## src/rtl/sfr_pkg.sv

```systemverilog
// Shared types, constants and CRC function for the stuffed frame receiver.
`timescale 1ns / 1ps
`default_nettype none

package sfr_pkg;

   // Result kinds
   localparam logic KIND_DATA = 1'b0;
   localparam logic KIND_END  = 1'b1;

   // Configuration register indexes
   localparam logic [1:0] CSR_START  = 2'd0;
   localparam logic [1:0] CSR_END    = 2'd1;
   localparam logic [1:0] CSR_ESCAPE = 2'd2;

   // Register reset values
   localparam logic [7:0] START_BYTE_RESET  = 8'h01;
   localparam logic [7:0] END_BYTE_RESET    = 8'h04;
   localparam logic [7:0] ESCAPE_BYTE_RESET = 8'h1B;

   // CRC-16/Modbus constants
   localparam logic [15:0] CRC_INIT = 16'hFFFF;
   localparam logic [15:0] CRC_POLY = 16'hA001;

   typedef struct packed {
      logic       result_kind;
      logic [7:0] data_byte;
      logic [7:0] byte_index;
      logic [8:0] frame_length;
      logic       crc_ok;
      logic       overflow;
   } result_type;

   // Feed one byte into a reflected CRC-16, eight bit steps unrolled
   function automatic logic [15:0] crc_feed(input logic [15:0] crc, input logic [7:0] b);
      logic [15:0] c;
      c = crc ^ {8'h00, b};
      for (int k = 0; k < 8; k++) begin
         if (c[0]) begin
            c = (c >> 1) ^ CRC_POLY;
         end else begin
            c = c >> 1;
         end
      end
      return c;
   endfunction

endpackage

`default_nettype wire

```

## src/rtl/sfr_req_if.sv

```systemverilog
// Request channel carrying one received serial byte.
`timescale 1ns / 1ps
`default_nettype none

interface sfr_req_if;
   logic       valid;
   logic       ready;
   logic [7:0] rx_byte;

   modport source (output valid, output rx_byte, input ready);
   modport sink (input valid, input rx_byte, output ready);
endinterface

`default_nettype wire

```

## src/rtl/sfr_rsp_if.sv

```systemverilog
// Result channel carrying a data byte report or a frame end report.
`timescale 1ns / 1ps
`default_nettype none

interface sfr_rsp_if;
   logic       valid;
   logic       ready;
   logic       result_kind;
   logic [7:0] data_byte;
   logic [7:0] byte_index;
   logic [8:0] frame_length;
   logic       crc_ok;
   logic       overflow;

   modport source (output valid, output result_kind, output data_byte, output byte_index,
                   output frame_length, output crc_ok, output overflow, input ready);
   modport sink (input valid, input result_kind, input data_byte, input byte_index,
                 input frame_length, input crc_ok, input overflow, output ready);
endinterface

`default_nettype wire

```

## src/rtl/sfr_out_reg.sv

```systemverilog
// Result register between the frame decoder and the result channel.
`timescale 1ns / 1ps
`default_nettype none

module sfr_out_reg (
   input  wire logic               clock,
   input  wire logic               reset,
   input  wire logic               load_valid,
   input  wire sfr_pkg::result_type load_data,
   output logic                    load_ready,
   sfr_rsp_if.source               rsp
);
   import sfr_pkg::*;

   logic       valid_ff;
   logic       valid_in;
   result_type data_ff;

   // Take a new result when empty or when the current one leaves this cycle
   assign load_ready = !valid_ff || rsp.ready;
   assign valid_in   = load_valid || (valid_ff && !rsp.ready);

   // Hold control state
   always_ff @(posedge clock) begin
      if (reset) begin
         valid_ff <= 1'b0;
      end else begin
         valid_ff <= valid_in;
      end
   end

   // Load payload
   always_ff @(posedge clock) begin
      if (load_valid && load_ready) begin
         data_ff <= load_data;
      end
   end

   assign rsp.valid        = valid_ff;
   assign rsp.result_kind  = data_ff.result_kind;
   assign rsp.data_byte    = data_ff.data_byte;
   assign rsp.byte_index   = data_ff.byte_index;
   assign rsp.frame_length = data_ff.frame_length;
   assign rsp.crc_ok       = data_ff.crc_ok;
   assign rsp.overflow     = data_ff.overflow;

endmodule

`default_nettype wire

```

## src/rtl/stuffed_frame_receiver_crc16_top.sv

```systemverilog
// Top level of the byte-stuffed frame receiver with CRC-16/Modbus check.
// Usage:
//   req carries one received serial byte per request (valid/ready).
//   rsp carries at most one result per request: a stored data byte with its
//   index, or a frame end report with length, CRC match and overflow flag.
//   csr_we/csr_index/csr_wdata write the start, end and escape byte values;
//   write them only while no request is in flight.
// Timing and throughput:
//   A result is registered and appears on rsp in the cycle after its request
//   is accepted. One request is accepted every cycle while req.ready is high;
//   the frame state and an unrolled 8-bit CRC update close on acceptance.
// Reset:
//   Synchronous, active high. Clears the frame state (count, CRC to FFFF,
//   held bytes, escape and overflow flags), empties the result register
//   and restores the control bytes to 01, 04 and 1B.
// Stall:
//   req.ready drops only while a result waits in the result register and
//   rsp.ready is low; requests that give no result still need that slot free.
`timescale 1ns / 1ps
`default_nettype none

module stuffed_frame_receiver_crc16_top #(
   parameter int MAX_FRAME_BYTES = 256
) (
   input  wire logic       clock,
   input  wire logic       reset,
   sfr_req_if.sink         req,
   sfr_rsp_if.source       rsp,
   input  wire logic       csr_we,
   input  wire logic [1:0] csr_index,
   input  wire logic [7:0] csr_wdata
);
   import sfr_pkg::*;

   localparam int CW = $clog2(MAX_FRAME_BYTES + 1);

   logic [7:0]    start_ff, end_ff, escape_ff;
   logic          esc_ff, esc_in;
   logic [CW-1:0] count_ff, count_in;
   logic [15:0]   crc_ff, crc_in;
   logic [7:0]    held0_ff, held0_in, held1_ff, held1_in;
   logic          ovf_ff, ovf_in;

   logic       accept;
   logic       load_valid;
   logic       load_ready;
   result_type load_data;
   logic [7:0] b;
   logic       full;
   logic       two_plus;

   assign b        = req.rx_byte;
   assign accept   = req.valid && load_ready;
   assign req.ready = load_ready;
   assign full     = (count_ff == CW'(MAX_FRAME_BYTES));
   assign two_plus = (count_ff >= CW'(2));

   // Decode one byte: control bytes first, then data
   always_comb begin
      esc_in     = esc_ff;
      count_in   = count_ff;
      crc_in     = crc_ff;
      held0_in   = held0_ff;
      held1_in   = held1_ff;
      ovf_in     = ovf_ff;
      load_valid = 1'b0;
      load_data  = '0;
      priority if (!esc_ff && b == escape_ff) begin
         esc_in = 1'b1;
      end else if (!esc_ff && b == start_ff) begin
         count_in = '0;
         crc_in   = CRC_INIT;
         held0_in = 8'h00;
         held1_in = 8'h00;
         ovf_in   = 1'b0;
      end else if (!esc_ff && b == end_ff) begin
         load_valid             = 1'b1;
         load_data.result_kind  = KIND_END;
         load_data.frame_length = 9'(count_ff);
         load_data.crc_ok       = !ovf_ff && two_plus &&
                                  held0_ff == crc_ff[15:8] && held1_ff == crc_ff[7:0];
         load_data.overflow     = ovf_ff;
      end else if (full) begin
         esc_in = 1'b0;
         ovf_in = 1'b1;
      end else begin
         esc_in = 1'b0;
         if (two_plus) begin
            crc_in = crc_feed(crc_ff, held0_ff);
         end
         held0_in              = held1_ff;
         held1_in              = b;
         count_in              = count_ff + CW'(1);
         load_valid            = 1'b1;
         load_data.result_kind = KIND_DATA;
         load_data.data_byte   = b;
         load_data.byte_index  = 8'(count_ff);
      end
   end

   // Advance frame state on each accepted request
   always_ff @(posedge clock) begin
      if (reset) begin
         esc_ff   <= 1'b0;
         count_ff <= '0;
         crc_ff   <= CRC_INIT;
         held0_ff <= 8'h00;
         held1_ff <= 8'h00;
         ovf_ff   <= 1'b0;
      end else if (accept) begin
         esc_ff   <= esc_in;
         count_ff <= count_in;
         crc_ff   <= crc_in;
         held0_ff <= held0_in;
         held1_ff <= held1_in;
         ovf_ff   <= ovf_in;
      end
   end

   // Write control byte registers; drop unknown indexes
   always_ff @(posedge clock) begin
      if (reset) begin
         start_ff  <= START_BYTE_RESET;
         end_ff    <= END_BYTE_RESET;
         escape_ff <= ESCAPE_BYTE_RESET;
      end else if (csr_we) begin
         unique case (csr_index)
            CSR_START:  start_ff  <= csr_wdata;
            CSR_END:    end_ff    <= csr_wdata;
            CSR_ESCAPE: escape_ff <= csr_wdata;
            default:    ;
         endcase
      end
   end

   sfr_out_reg u_out_reg (
      .clock      (clock),
      .reset      (reset),
      .load_valid (accept && load_valid),
      .load_data  (load_data),
      .load_ready (load_ready),
      .rsp        (rsp)
   );

endmodule

`default_nettype wire
```

## src/flat_wrapper.sv

```systemverilog
// flat-port wrapper written by rule: the top's interface ports become plain ports
module stuffed_frame_receiver_crc16_top_flat import sfr_pkg::*;
#(
   parameter int MAX_FRAME_BYTES = 256
)
  (clock, reset, csr_we, csr_index, csr_wdata, req_valid, req_rx_byte, req_ready, rsp_valid, rsp_result_kind, rsp_data_byte, rsp_byte_index, rsp_frame_length, rsp_crc_ok, rsp_overflow, rsp_ready);
  sfr_req_if req_i ();
  sfr_rsp_if rsp_i ();
  input  wire logic clock;
  input  wire logic reset;
  input  wire logic csr_we;
  input  wire logic [1:0] csr_index;
  input  wire logic [7:0] csr_wdata;
  input wire logic [$bits(req_i.valid)-1:0] req_valid;
  input wire logic [$bits(req_i.rx_byte)-1:0] req_rx_byte;
  output wire logic [$bits(req_i.ready)-1:0] req_ready;
  output wire logic [$bits(rsp_i.valid)-1:0] rsp_valid;
  output wire logic [$bits(rsp_i.result_kind)-1:0] rsp_result_kind;
  output wire logic [$bits(rsp_i.data_byte)-1:0] rsp_data_byte;
  output wire logic [$bits(rsp_i.byte_index)-1:0] rsp_byte_index;
  output wire logic [$bits(rsp_i.frame_length)-1:0] rsp_frame_length;
  output wire logic [$bits(rsp_i.crc_ok)-1:0] rsp_crc_ok;
  output wire logic [$bits(rsp_i.overflow)-1:0] rsp_overflow;
  input wire logic [$bits(rsp_i.ready)-1:0] rsp_ready;
  assign req_i.valid = req_valid;
  assign req_i.rx_byte = req_rx_byte;
  assign req_ready = req_i.ready;
  assign rsp_valid = rsp_i.valid;
  assign rsp_result_kind = rsp_i.result_kind;
  assign rsp_data_byte = rsp_i.data_byte;
  assign rsp_byte_index = rsp_i.byte_index;
  assign rsp_frame_length = rsp_i.frame_length;
  assign rsp_crc_ok = rsp_i.crc_ok;
  assign rsp_overflow = rsp_i.overflow;
  assign rsp_i.ready = rsp_ready;
  stuffed_frame_receiver_crc16_top #(.MAX_FRAME_BYTES(MAX_FRAME_BYTES)) u_core (.clock(clock), .reset(reset), .req(req_i), .rsp(rsp_i), .csr_we(csr_we), .csr_index(csr_index), .csr_wdata(csr_wdata));
endmodule
```

## config.mk

```make
export PLATFORM = sky130hd
export DESIGN_NAME = stuffed_frame_receiver_crc16_top_flat
export DESIGN_NICKNAME = d
export VERILOG_FILES = /design/src/rtl/sfr_pkg.sv /design/src/rtl/sfr_req_if.sv /design/src/rtl/sfr_rsp_if.sv /design/src/rtl/sfr_out_reg.sv /design/src/rtl/stuffed_frame_receiver_crc16_top.sv /design/src/flat_wrapper.sv
export SDC_FILE = /design/constraint.sdc
export NUM_CORES = 1
export LEC_CHECK = 0
export ABC_AREA = 1
export BUFFER_PORTS_ARGS = -buffer_cell sky130_fd_sc_hd__buf_2
export CORE_MARGIN = 2
export CORE_UTILIZATION = 48
export DETAILED_ROUTE_END_ITERATION = 16
export PLACE_DENSITY_LB_ADDON = 0.15
export SYNTH_ARGS = -nofsm -noshare
export SYNTH_HDL_FRONTEND = slang
export SYNTH_SLANG_ARGS = --single-unit
export TNS_END_PERCENT = 100
```

## constraint.sdc

```tcl
create_clock -name clock -period 2.1 [get_ports clock]
set_input_delay 0.105 -clock clock [delete_from_list [all_inputs] [get_ports clock]]
set_output_delay 0.105 -clock clock [all_outputs]
set_load 0.02 [all_outputs]
```

==> results of run 1 <==
==> stage by stage <==
| step | setup slack [ps] | std cells | util (%) | hold slack, ps | area [um2] |
|---|---|---|---|---|---|
| 4_1_cts | 43.2 | 807 | 55.9 | 2.04 | 5420 |
| 3_5_place_dp | -30.1 | 784 | 53.3 | 360 | 5160 |
| 2_1_floorplan | 55.9 | 603 | - | 218 | 4730 |
| 6_report | 143 | 814 | 56.9 | 17.6 | 5510 |
| 3_3_place_gp | -63.5 | 784 | 53.3 | 353 | 5160 |
| 5_1_grt | -36.4 | 814 | 56.9 | 13.4 | 5510 |
==> area by class of cell <==
cell class / instances / area [um2] / share of cell area, %
inverters: 67 / 259 / 4.70
clock buffers: 9 / 124 / 2.25
well taps: 133 / 166 / 3.02
repair buffers: 77 / 515 / 9.36
multi-input cells: 425 / 2180 / 39.6
clock inverters: 7 / 62.6 / 1.14
flip-flops and latches: 96 / 2200 / 40.0
==> metal layers <==
| layer | vias to the layer above | track usage, % |
|---|---|---|
| li1 | 2114 | - |
| met1 | 1925 | 29.7 |
| met2 | 99 | 37.7 |
| met3 | 16 | 3.70 |
| met4 | 0 | 9.11 |
| met5 | - | 0 |
==> Yosys cell counts (2+ instances only) <==
cell | count | area [um2]
o21ai_0 | 36 | 180
nand2_1 | 156 | 586
buf_6 | 4 | 45.0
clkinv_1 | 2 | 7.51
nand3_1 | 22 | 110
nor3_1 | 4 | 20.0
clkbuf_1 | 7 | 26.3
o22ai_1 | 8 | 50.1
nand4_1 | 5 | 31.3
o211ai_1 | 6 | 45.0
nor2_1 | 68 | 255
a21oi_1 | 44 | 220
nor2_4 | 3 | 33.8
nor2_8 | 2 | 40.0
o2111ai_1 | 2 | 17.5
ha_1 | 3 | 37.5
a21oi_2 | 10 | 87.6
xnor2_1 | 6 | 52.6
edfxtp_1 | 28 | 841
inv_1 | 60 | 225
o21ai_1 | 10 | 50.1
inv_2 | 3 | 11.3
xor2_1 | 14 | 123
nor4_1 | 6 | 37.5
buf_2 | 3 | 15.0
dfxtp_1 | 68 | 1360
nand2_4 | 2 | 22.5
nand2_2 | 10 | 62.6
==> worst paths after layout <==
check / depth (start not counted) / slack, ps / to
worst min-delay path: 3 / 20 / u_core.held1_ff[5]$_SDFFE_PP0P_
worst max register to register: 10 / 140 / u_core.u_out_reg.rsp.data_byte[3]$_SDFFCE_PP0P_
worst max-delay path: 10 / 140 / u_core.u_out_reg.rsp.data_byte[3]$_SDFFCE_PP0P_
worst min register to register: 2 / 470 / u_core.escape_ff[2]$_SDFFE_PP0P_
==> registers in the layout (all words and copies together), names as in the netlist, 8 cells and up <==
register	cells
u_core.start_ff	8
u_core.u_out_reg.rsp.byte_index	8
u_core.u_out_reg.rsp.data_byte	8
u_core.end_ff	8
u_core.held1_ff	8
u_core.count_ff	9
u_core.crc_ff	16
u_core.escape_ff	8
u_core.u_out_reg.rsp.frame_length	9
u_core.held0_ff	8
==> critical path: stages (launching register included) <==
cell        delay [ps]
dfxtp_1            370
inv_2              110
ha_1               150
nand4_1            120
nor2_2             180
inv_1              140
nand2_4            130
nand2_1             70
nand2_1            120
clkinvlp_4         130
buf_12             180
==> kinds of logic after synthesis <==
kind of cell             count (synthesis)  share of synthesized area [%]
AND/OR/NAND/NOR                        283                           26.8
AO/OA/AOI/OAI                          118                           14.1
flip-flops                              96                           46.6
buffers and inverters                   82                           7.65
XOR/XNOR                                21                           4.05
adder cells (fa/ha/maj)                  3                          0.794
==> repair_timing <==
action / CTS / global route
gates resized for setup: 0 / 7
hold endpoints to repair: 10 / 0
endpoints found under the setup margin: 0 / 45
setup buffers: 0 / 7
hold buffers: 7 / 0
==> power groups by stage <==
stage | Clock, mW | Combinational (mW) | Sequential (mW)
floorplan | 0 | 0.406 | 2.14
global placement | 0 | 0.607 | 2.11
detailed placement | 0 | 0.616 | 2.12
CTS | 1.18 | 0.628 | 2.07
global route | 1.25 | 0.726 | 2.09
finish | 1.16 | 0.647 | 2.07
==> results.yml, run 1 <==
power_and_ir_drop:
  p_per_area_nw_per_um2: 704
  total_power_mw: 3.88
  p_sw_share_pct: 29.5
  p_leak_nw: 2.38
  pwr-share-clk_pct: 29.9
  p_seq_share_pct: 53.5
  comb_power_share_pct: 16.7
  peakVddDrop_uv: 297
  intPower_mw: 2.74
  power.net_switching_mw: 1.14
drt:
  wire_per_inst_um: 14.1
  met2_length_mm: 5.49
  routed_wl_mm: 11.5
  remaining_drc_errors: 0
  vias: 4154
  wl_met1_mm: 5.32
  firstDrtPassIters: 5
  vias_per_cell: 5.10
  wl_met3_um: 441
  top_layer: "met4"
  drt_iter0_drc: 158
  ant_nets: 0
sta:
  finalCritPeriodShare_pct: 93.2
  slew_headroom_pct: 68.3
  tns_ps: 0
  finalCriticalPeriod_ps: 1960
  hold_viol: 0
  drv_slew: 0
  fmax_mhz: 511
  worstMarginPinSlew_ps: 476
  setup_violations: 0
  fin_worst_skew_ps: 10.2
final_layout:
  diodes: 0
  num-fill-cells: 932
  synthToLayoutAreaGrowth_pct: 16.6
  layout_commonest_cell: "nand2_1"
  drive_above_1_share_pct: 19.4
  fin_nets: 702
  final_cell_mix: "nand2_1, dfxtp_1, nor2_1"
logic_synthesis:
  syn_inst: 603
  ys.flop_type: "dfxtp_1"
  syn_area_per_cell_um2: 7.84
  yosysWarnings: 0
  async_flop_share_pct: 0
  ys_seq_area_share_pct: 46.6
  syn_area_um2: 4730
  synth_nets: 629
  ys_seq_elements: 96
  synth_edf_count: 28
  synth_cell_types: 39
die:
  die_y_um: 103
  fp.dieArea_um2: 10700
  rows: 36
  die_x_um: 103
  core_um2: 9680
  initial_core_util_pct: 48.8
  ios: 53
worst_setup_path:
  reg2reg_from: "u_core.count_ff[1]$_SDFFE_PP0P_"
  cp.required_ps: 2230
  crit_type: "reg2reg"
  crit_path_start_kind: "flip-flop"
  critPathLaunch: "u_core.count_ff[1]$_SDFFE_PP0P_"
  path_max_fanout: 27
  worst_setup_path_end_kind: "flip-flop"
  arrival_ps: 2080
min_path:
  worstHoldPathType: "in2reg"
  min_from: "req_rx_byte[5]"
placement:
  dp_hpwl_mm: 8.27
  portBuffers: 52
  globalplace.congestion: 0.872
clock_network:
  cts_root_buf: "clkbuf_8"
  clkTransAtPathRegs_ps: 100
  htreeDepth: 3
  cts_sinks: 96
  cts_tree: "yes"
  clk_latency_ps: 370
  ctsLongestPathBuffers: 2
  cts_buffers: 9
flow_run:
  maxCapViolCount: 0
grt:
  grt_overflow: 0
  grt_max_degree: 38
  grt_pass1_wl_mm: 18.5
  grt_pass1_vias: 3914
  antenna_found_initial: 0
  track_usage_pct: 22.7
status:
  status: "finished, final reports clean"
(Power assumes the default switching activity.)
==> inputs of run 2 (changes only) <==
CORE_UTILIZATION = 31   (was 48)
CTS_CLUSTER_DIAMETER = 30   (was not set)
==> run 2 against run 1 <==
Net effect:
- sequential share of layout area is 0.91 points lower
- global-route usage is 6.5 points lower
- power is 17% higher
- final area is 2.3% higher
- clock skew is 5.0 ps lower
==> results.yml, run 2 (synthesized netlist as in run 1, its figures left out) <==
drt:
  routed_wl_mm: 12.4
  wl_met1_mm: 5.79
  remaining_drc_errors: 0
  wire_per_inst_um: 14.4
  vias_per_cell: 4.74
  drt_iter0_drc: 287
  ant_nets: 0
  firstDrtPassIters: 6
  wl_met3_um: 524
  vias: 4089
  met2_length_mm: 5.73
  top_layer: "met4"
power_and_ir_drop:
  intPower_mw: 3.34
  p_seq_share_pct: 45.6
  power.net_switching_mw: 1.21
  p_sw_share_pct: 26.6
  pwr-share-clk_pct: 40.4
  peakVddDrop_uv: 437
  p_leak_nw: 2.42
  total_power_mw: 4.55
  p_per_area_nw_per_um2: 807
  comb_power_share_pct: 14.0
grt:
  grt_overflow: 0
  antenna_found_initial: 0
  grt_max_degree: 25
  grt_pass1_wl_mm: 20.6
  grt_pass1_vias: 3956
  track_usage_pct: 16.2
clock_network:
  clkTransAtPathRegs_ps: 70
  clk_latency_ps: 350
  htreeDepth: 3
  cts_buffers: 9
  cts_root_buf: "clkbuf_16"
  cts_tree: "yes"
  ctsLongestPathBuffers: 2
  cts_sinks: 96
final_layout:
  diodes: 0
  fin_nets: 695
  regMostFlops: "u_core.crc_ff"
  largest_reg_flops: 16
  drive_above_1_share_pct: 19.3
  regArea_um2: 2200
  multi_input_area_um2: 2180
  fin_util_pct: 37.5
  num-fill-cells: 1580
  synthToLayoutAreaGrowth_pct: 19.3
  layout_commonest_cell: "nand2_1"
  final_cell_mix: "nand2_1, dfxtp_1, nor2_1"
worst_setup_path:
  crit_type: "reg2reg"
  crit_path_frequent_cell: "inv_1"
  worst_setup_path_end_kind: "flip-flop"
  crit_chain: "inv_1 > o21ai_0 > nor3_4 > nand4_4 > nand2_4 > nor2_1 > inv_1 > nor4_4"
  r2r_end: "u_core.u_out_reg.rsp.crc_ok$_SDFFCE_PP0P_"
  path_max_fanout: 11
  cp_slowest_stage_delay_ps: 360
  arrival_ps: 2040
  reg2reg_from: "u_core.esc_ff$_SDFFE_PP0P_"
  cp.required_ps: 2190
  regToRegSetupSlack_ps: 150
  crit_path_start_kind: "flip-flop"
  reg2reg_depth: 8
  cpMaxStageDelayCell: "inv_1"
flow_run:
  maxCapViolCount: 0
min_path:
  min_to: "u_core.end_ff[6]$_SDFFE_PP0P_"
  worstHoldPathType: "in2reg"
  whs_path_depth: 3
  min_from: "csr_wdata[6]"
sta:
  fmax_mhz: 512
  hold_viol: 0
  fin_worst_skew_ps: 5.21
  finalCritPeriodShare_pct: 92.9
  tns_ps: 0
  setup_violations: 0
  worstMarginPinSlew_ps: 495
  slew_headroom_pct: 66.7
  setup_ws_ps: 148
  drv_slew: 0
  finalCriticalPeriod_ps: 1950
  rsz0062_at_grt: "no"
die:
  ios: 53
  die_y_um: 127
  die_x_um: 127
  core_um2: 15000
  fp.dieArea_um2: 16200
  initial_core_util_pct: 31.4
  rows: 45
placement:
  portBuffers: 52
  globalplace.congestion: 0.834
  pre_cts_slack_ps: -221
  dp_hpwl_mm: 9.14
status:
  status: "finished, final reports clean"
[run 2: worst max path at each step]
stage	start	endpoint	slack, ps	depth (start not counted)
after floorplan	u_core.count_ff[0]$_SDFFE_PP0P_	u_core.u_out_reg.rsp.byte_index[0]$_SDFFCE_PP0P_	60	9
after global routing	u_core.count_ff[1]$_SDFFE_PP0P_	u_core.u_out_reg.rsp.data_byte[7]$_SDFFCE_PP0P_	10	10
after global placement	req_rx_byte[1]	u_core.u_out_reg.rsp.crc_ok$_SDFFCE_PP0P_	-290	10
after CTS	u_core.count_ff[0]$_SDFFE_PP0P_	u_core.u_out_reg.rsp.byte_index[4]$_SDFFCE_PP0P_	20	10
after detailed placement	req_rx_byte[1]	u_core.u_out_reg.rsp.crc_ok$_SDFFCE_PP0P_	-220	10
final	u_core.esc_ff$_SDFFE_PP0P_	u_core.u_out_reg.rsp.crc_ok$_SDFFCE_PP0P_	150	8
[run 2: final cells by class]
| cell class | count | share of cell area [%] |
|---|---|---|
| Clock inverter | 5 | 1.38 |
| Clock buffer | 11 | 4.50 |
| Sequential cell | 96 | 39.1 |
| Tap cell | 188 | 4.17 |
| Inverter | 67 | 4.59 |
| Multi-Input combinational cell | 425 | 38.7 |
| Timing Repair Buffer | 70 | 7.57 |
[run 2: per-layer routing]
layer	track usage, %	up-vias
met1	21.4	1879
met2	25.4	91
li1	-	2102
met3	3.52	17
met5	0	-
met4	7.37	0
[run 2: power groups by stage]
stage	clock [mW]	sequential [mW]	combinational, mW
CTS	1.88	2.08	0.633
finish	1.84	2.08	0.637
detailed placement	0	2.12	0.629
floorplan	0	2.14	0.406
global route	1.95	2.09	0.722
global placement	0	2.12	0.628
[run 2: worst max-delay path, delay by kind of cell (launching register included)]
kind	cells	cell delay, ps
buf+inv	2	430
simple gates	5	760
flops	1	340
compound gates	1	140
[run 2: timing repair]
item                                    in CTS  in global routing
pin swaps                                    0                  1
hold buffers                                 1                  0
endpoints found under the hold margin        1                  0
gates resized for setup                      1                  6
endpoints found under the setup margin       1                 31
setup buffers                                0                  2
[run 2: through the flow]
stage / instances / cell area, um2 / hold slack [ps]
final: 862 / 5640 / 12.8
after global routing: 862 / 5640 / 16.8
after CTS: 860 / 5590 / 3.96
after detailed placement: 843 / 5250 / 366
after global placement: 843 / 5250 / 366
after floorplan: 603 / 4730 / 218
==> inputs of run 3 (changes only) <==
CTS_BUF_LIST = sky130_fd_sc_hd__clkbuf_4 sky130_fd_sc_hd__clkbuf_8 sky130_fd_sc_hd__clkbuf_16   (was not set)
REMOVE_ABC_BUFFERS = 1   (was not set)
==> run 3 against run 2 <==
Net effect:
- utilization decreased by 0.27 points
- critical path type unchanged
- largest power group unchanged
- global-route usage shrank 0.33 points
- clock skew about the same
- register-to-register slack worse by 20 ps
- sequential power hardly changed
- wire length shrank 0.48%
- critical path depth grew 3
==> results.yml, run 3 (synthesized netlist as in run 1, its figures left out) <==
status:
  status: "finished, final reports clean"
worst_setup_path:
  cp_slowest_stage_delay_ps: 370
  cp.required_ps: 2320
  crit_type: "reg2reg"
  crit_path_frequent_cell: "buf_4"
  crit_family: "simple AND/OR/NAND/NOR gates"
  crit_buf_inv: 4
  cpMaxStageDelayCell: "dfxtp_1"
  crit_path_start_kind: "flip-flop"
  worst_setup_path_end_kind: "flip-flop"
  arrival_ps: 2180
  crit_chain: "inv_1 > buf_4 > ha_1 > nor4_2 > buf_4 > o21ai_2 > nand3_1 > nor2_4 > buf_12 > nand2_1 > o211ai_1"
  path_max_fanout: 17
placement:
  portBuffers: 52
  place_area_um2: 5280
  post-place-cells: 846
  globalplace.congestion: 0.851
  pre_cts_slack_ps: -47.8
  dp_hpwl_mm: 9.01
drt:
  vias: 4079
  drt_iter0_drc: 261
  vias_per_cell: 4.72
  firstDrtPassIters: 4
  wire_per_inst_um: 14.3
  ant_nets: 0
  remaining_drc_errors: 0
  routed_wl_mm: 12.3
die:
  fp.dieArea_um2: 16200
  initial_core_util_pct: 31.4
  core_um2: 15000
  die_x_um: 127
  ios: 53
  die_y_um: 127
  rows: 45
final_layout:
  regArea_um2: 2200
  fin_area_um2: 5600
  diodes: 0
  largest_reg_flops: 16
  final_cell_mix: "nand2_1, dfxtp_1, nor2_1"
  drive_above_1_share_pct: 19.2
  num-fill-cells: 1586
  regMostFlops: "u_core.crc_ff"
  synthToLayoutAreaGrowth_pct: 18.5
  multi_input_area_um2: 2170
  fin_nets: 697
  layout_commonest_cell: "nand2_1"
  fin_util_pct: 37.2
  final_cells: 864
clock_network:
  cts_sinks: 96
  ctsLongestPathBuffers: 2
  htreeDepth: 3
  cts_root_buf: "clkbuf_16"
  clk_latency_ps: 350
  cts_buffers: 9
  clkTransAtPathRegs_ps: 60
  cts_tree: "yes"
sta:
  setup_violations: 0
  drv_slew: 0
  tns_ps: 0
  setup_ws_ps: 132
  finalCritPeriodShare_pct: 93.7
  rsz0062_at_grt: "no"
  fmax_mhz: 508
  fin_hold_ws_ps: 10.0
  finalCriticalPeriod_ps: 1970
  hold_viol: 0
  worstMarginPinSlew_ps: 482
  slew_headroom_pct: 67.8
  fin_worst_skew_ps: 5.07
grt:
  antenna_found_initial: 0
  grt_max_degree: 38
  grt_overflow: 0
  grtUsageMet1_pct: 21.3
  busiest_layer: "met2"
  use_met2_pct: 25.9
  track_usage_pct: 15.9
  grt_pass1_wl_mm: 20.2
  grt_pass1_vias: 3835
  met3_usage_pct: 2.47
flow_run:
  maxCapViolCount: 0
power_and_ir_drop:
  peakVddDrop_uv: 415
  total_power_mw: 4.30
  p_per_area_nw_per_um2: 767
  p_leak_nw: 2.41
min_path:
  worstHoldPathType: "in2reg"
-- run 3: worst reg2reg max path: stages (launching register included) --
cell and delay [ps]:
dfxtp_1 370, inv_1 70, buf_4 150, ha_1 200, nor4_2 330, buf_4 180
o21ai_2 60, nand3_1 120, nor2_4 60, buf_12 150, nand2_1 70, o211ai_1 70
-- run 3: final timing paths --
kind                                                  startpoint                               end  slack (ps)  cells after the start
worst max-delay path             u_core.count_ff[0]$_SDFFE_PP0P_    u_core.crc_ff[12]$_SDFFE_PP1P_         130                     11
worst min-delay path                                csr_wdata[4]  u_core.escape_ff[4]$_SDFFE_PP1P_          10                      3
worst max register to register   u_core.count_ff[0]$_SDFFE_PP0P_    u_core.crc_ff[12]$_SDFFE_PP1P_         130                     11
worst min register to register  u_core.escape_ff[2]$_SDFFE_PP0P_  u_core.escape_ff[2]$_SDFFE_PP0P_         470                      2
-- run 3: layout make-up --
type / instances / share of cell area, %
Clock inverter: 1 / 0.0894
Tap cell: 188 / 4.20
Clock buffer: 15 / 4.94
Timing Repair Buffer: 72 / 8.05
Inverter: 67 / 4.56
Multi-Input combinational cell: 425 / 38.8
Sequential cell: 96 / 39.3
-- run 3: per-layer routing --
layer	wire, um	vias to the layer above
met2	5680	80
met1	6010	1880
met4	192	0
met3	441	14
li1	-	2105
met5	0	-
-- run 3: repair_timing --
action	4_1_cts	5_1_grt
setup buffers	0	1
endpoints found under the setup margin	0	14
endpoints found under the hold margin	1	0
hold buffers	1	0
resized for setup	0	5
-- run 3: report_power, final --
| part | internal [mW] | total (mW) | switching (mW) |
|---|---|---|---|
| clock | 0.901 | 1.58 | 0.676 |
| combinational | 0.229 | 0.645 | 0.416 |
| sequential | 2.01 | 2.07 | 0.0672 |
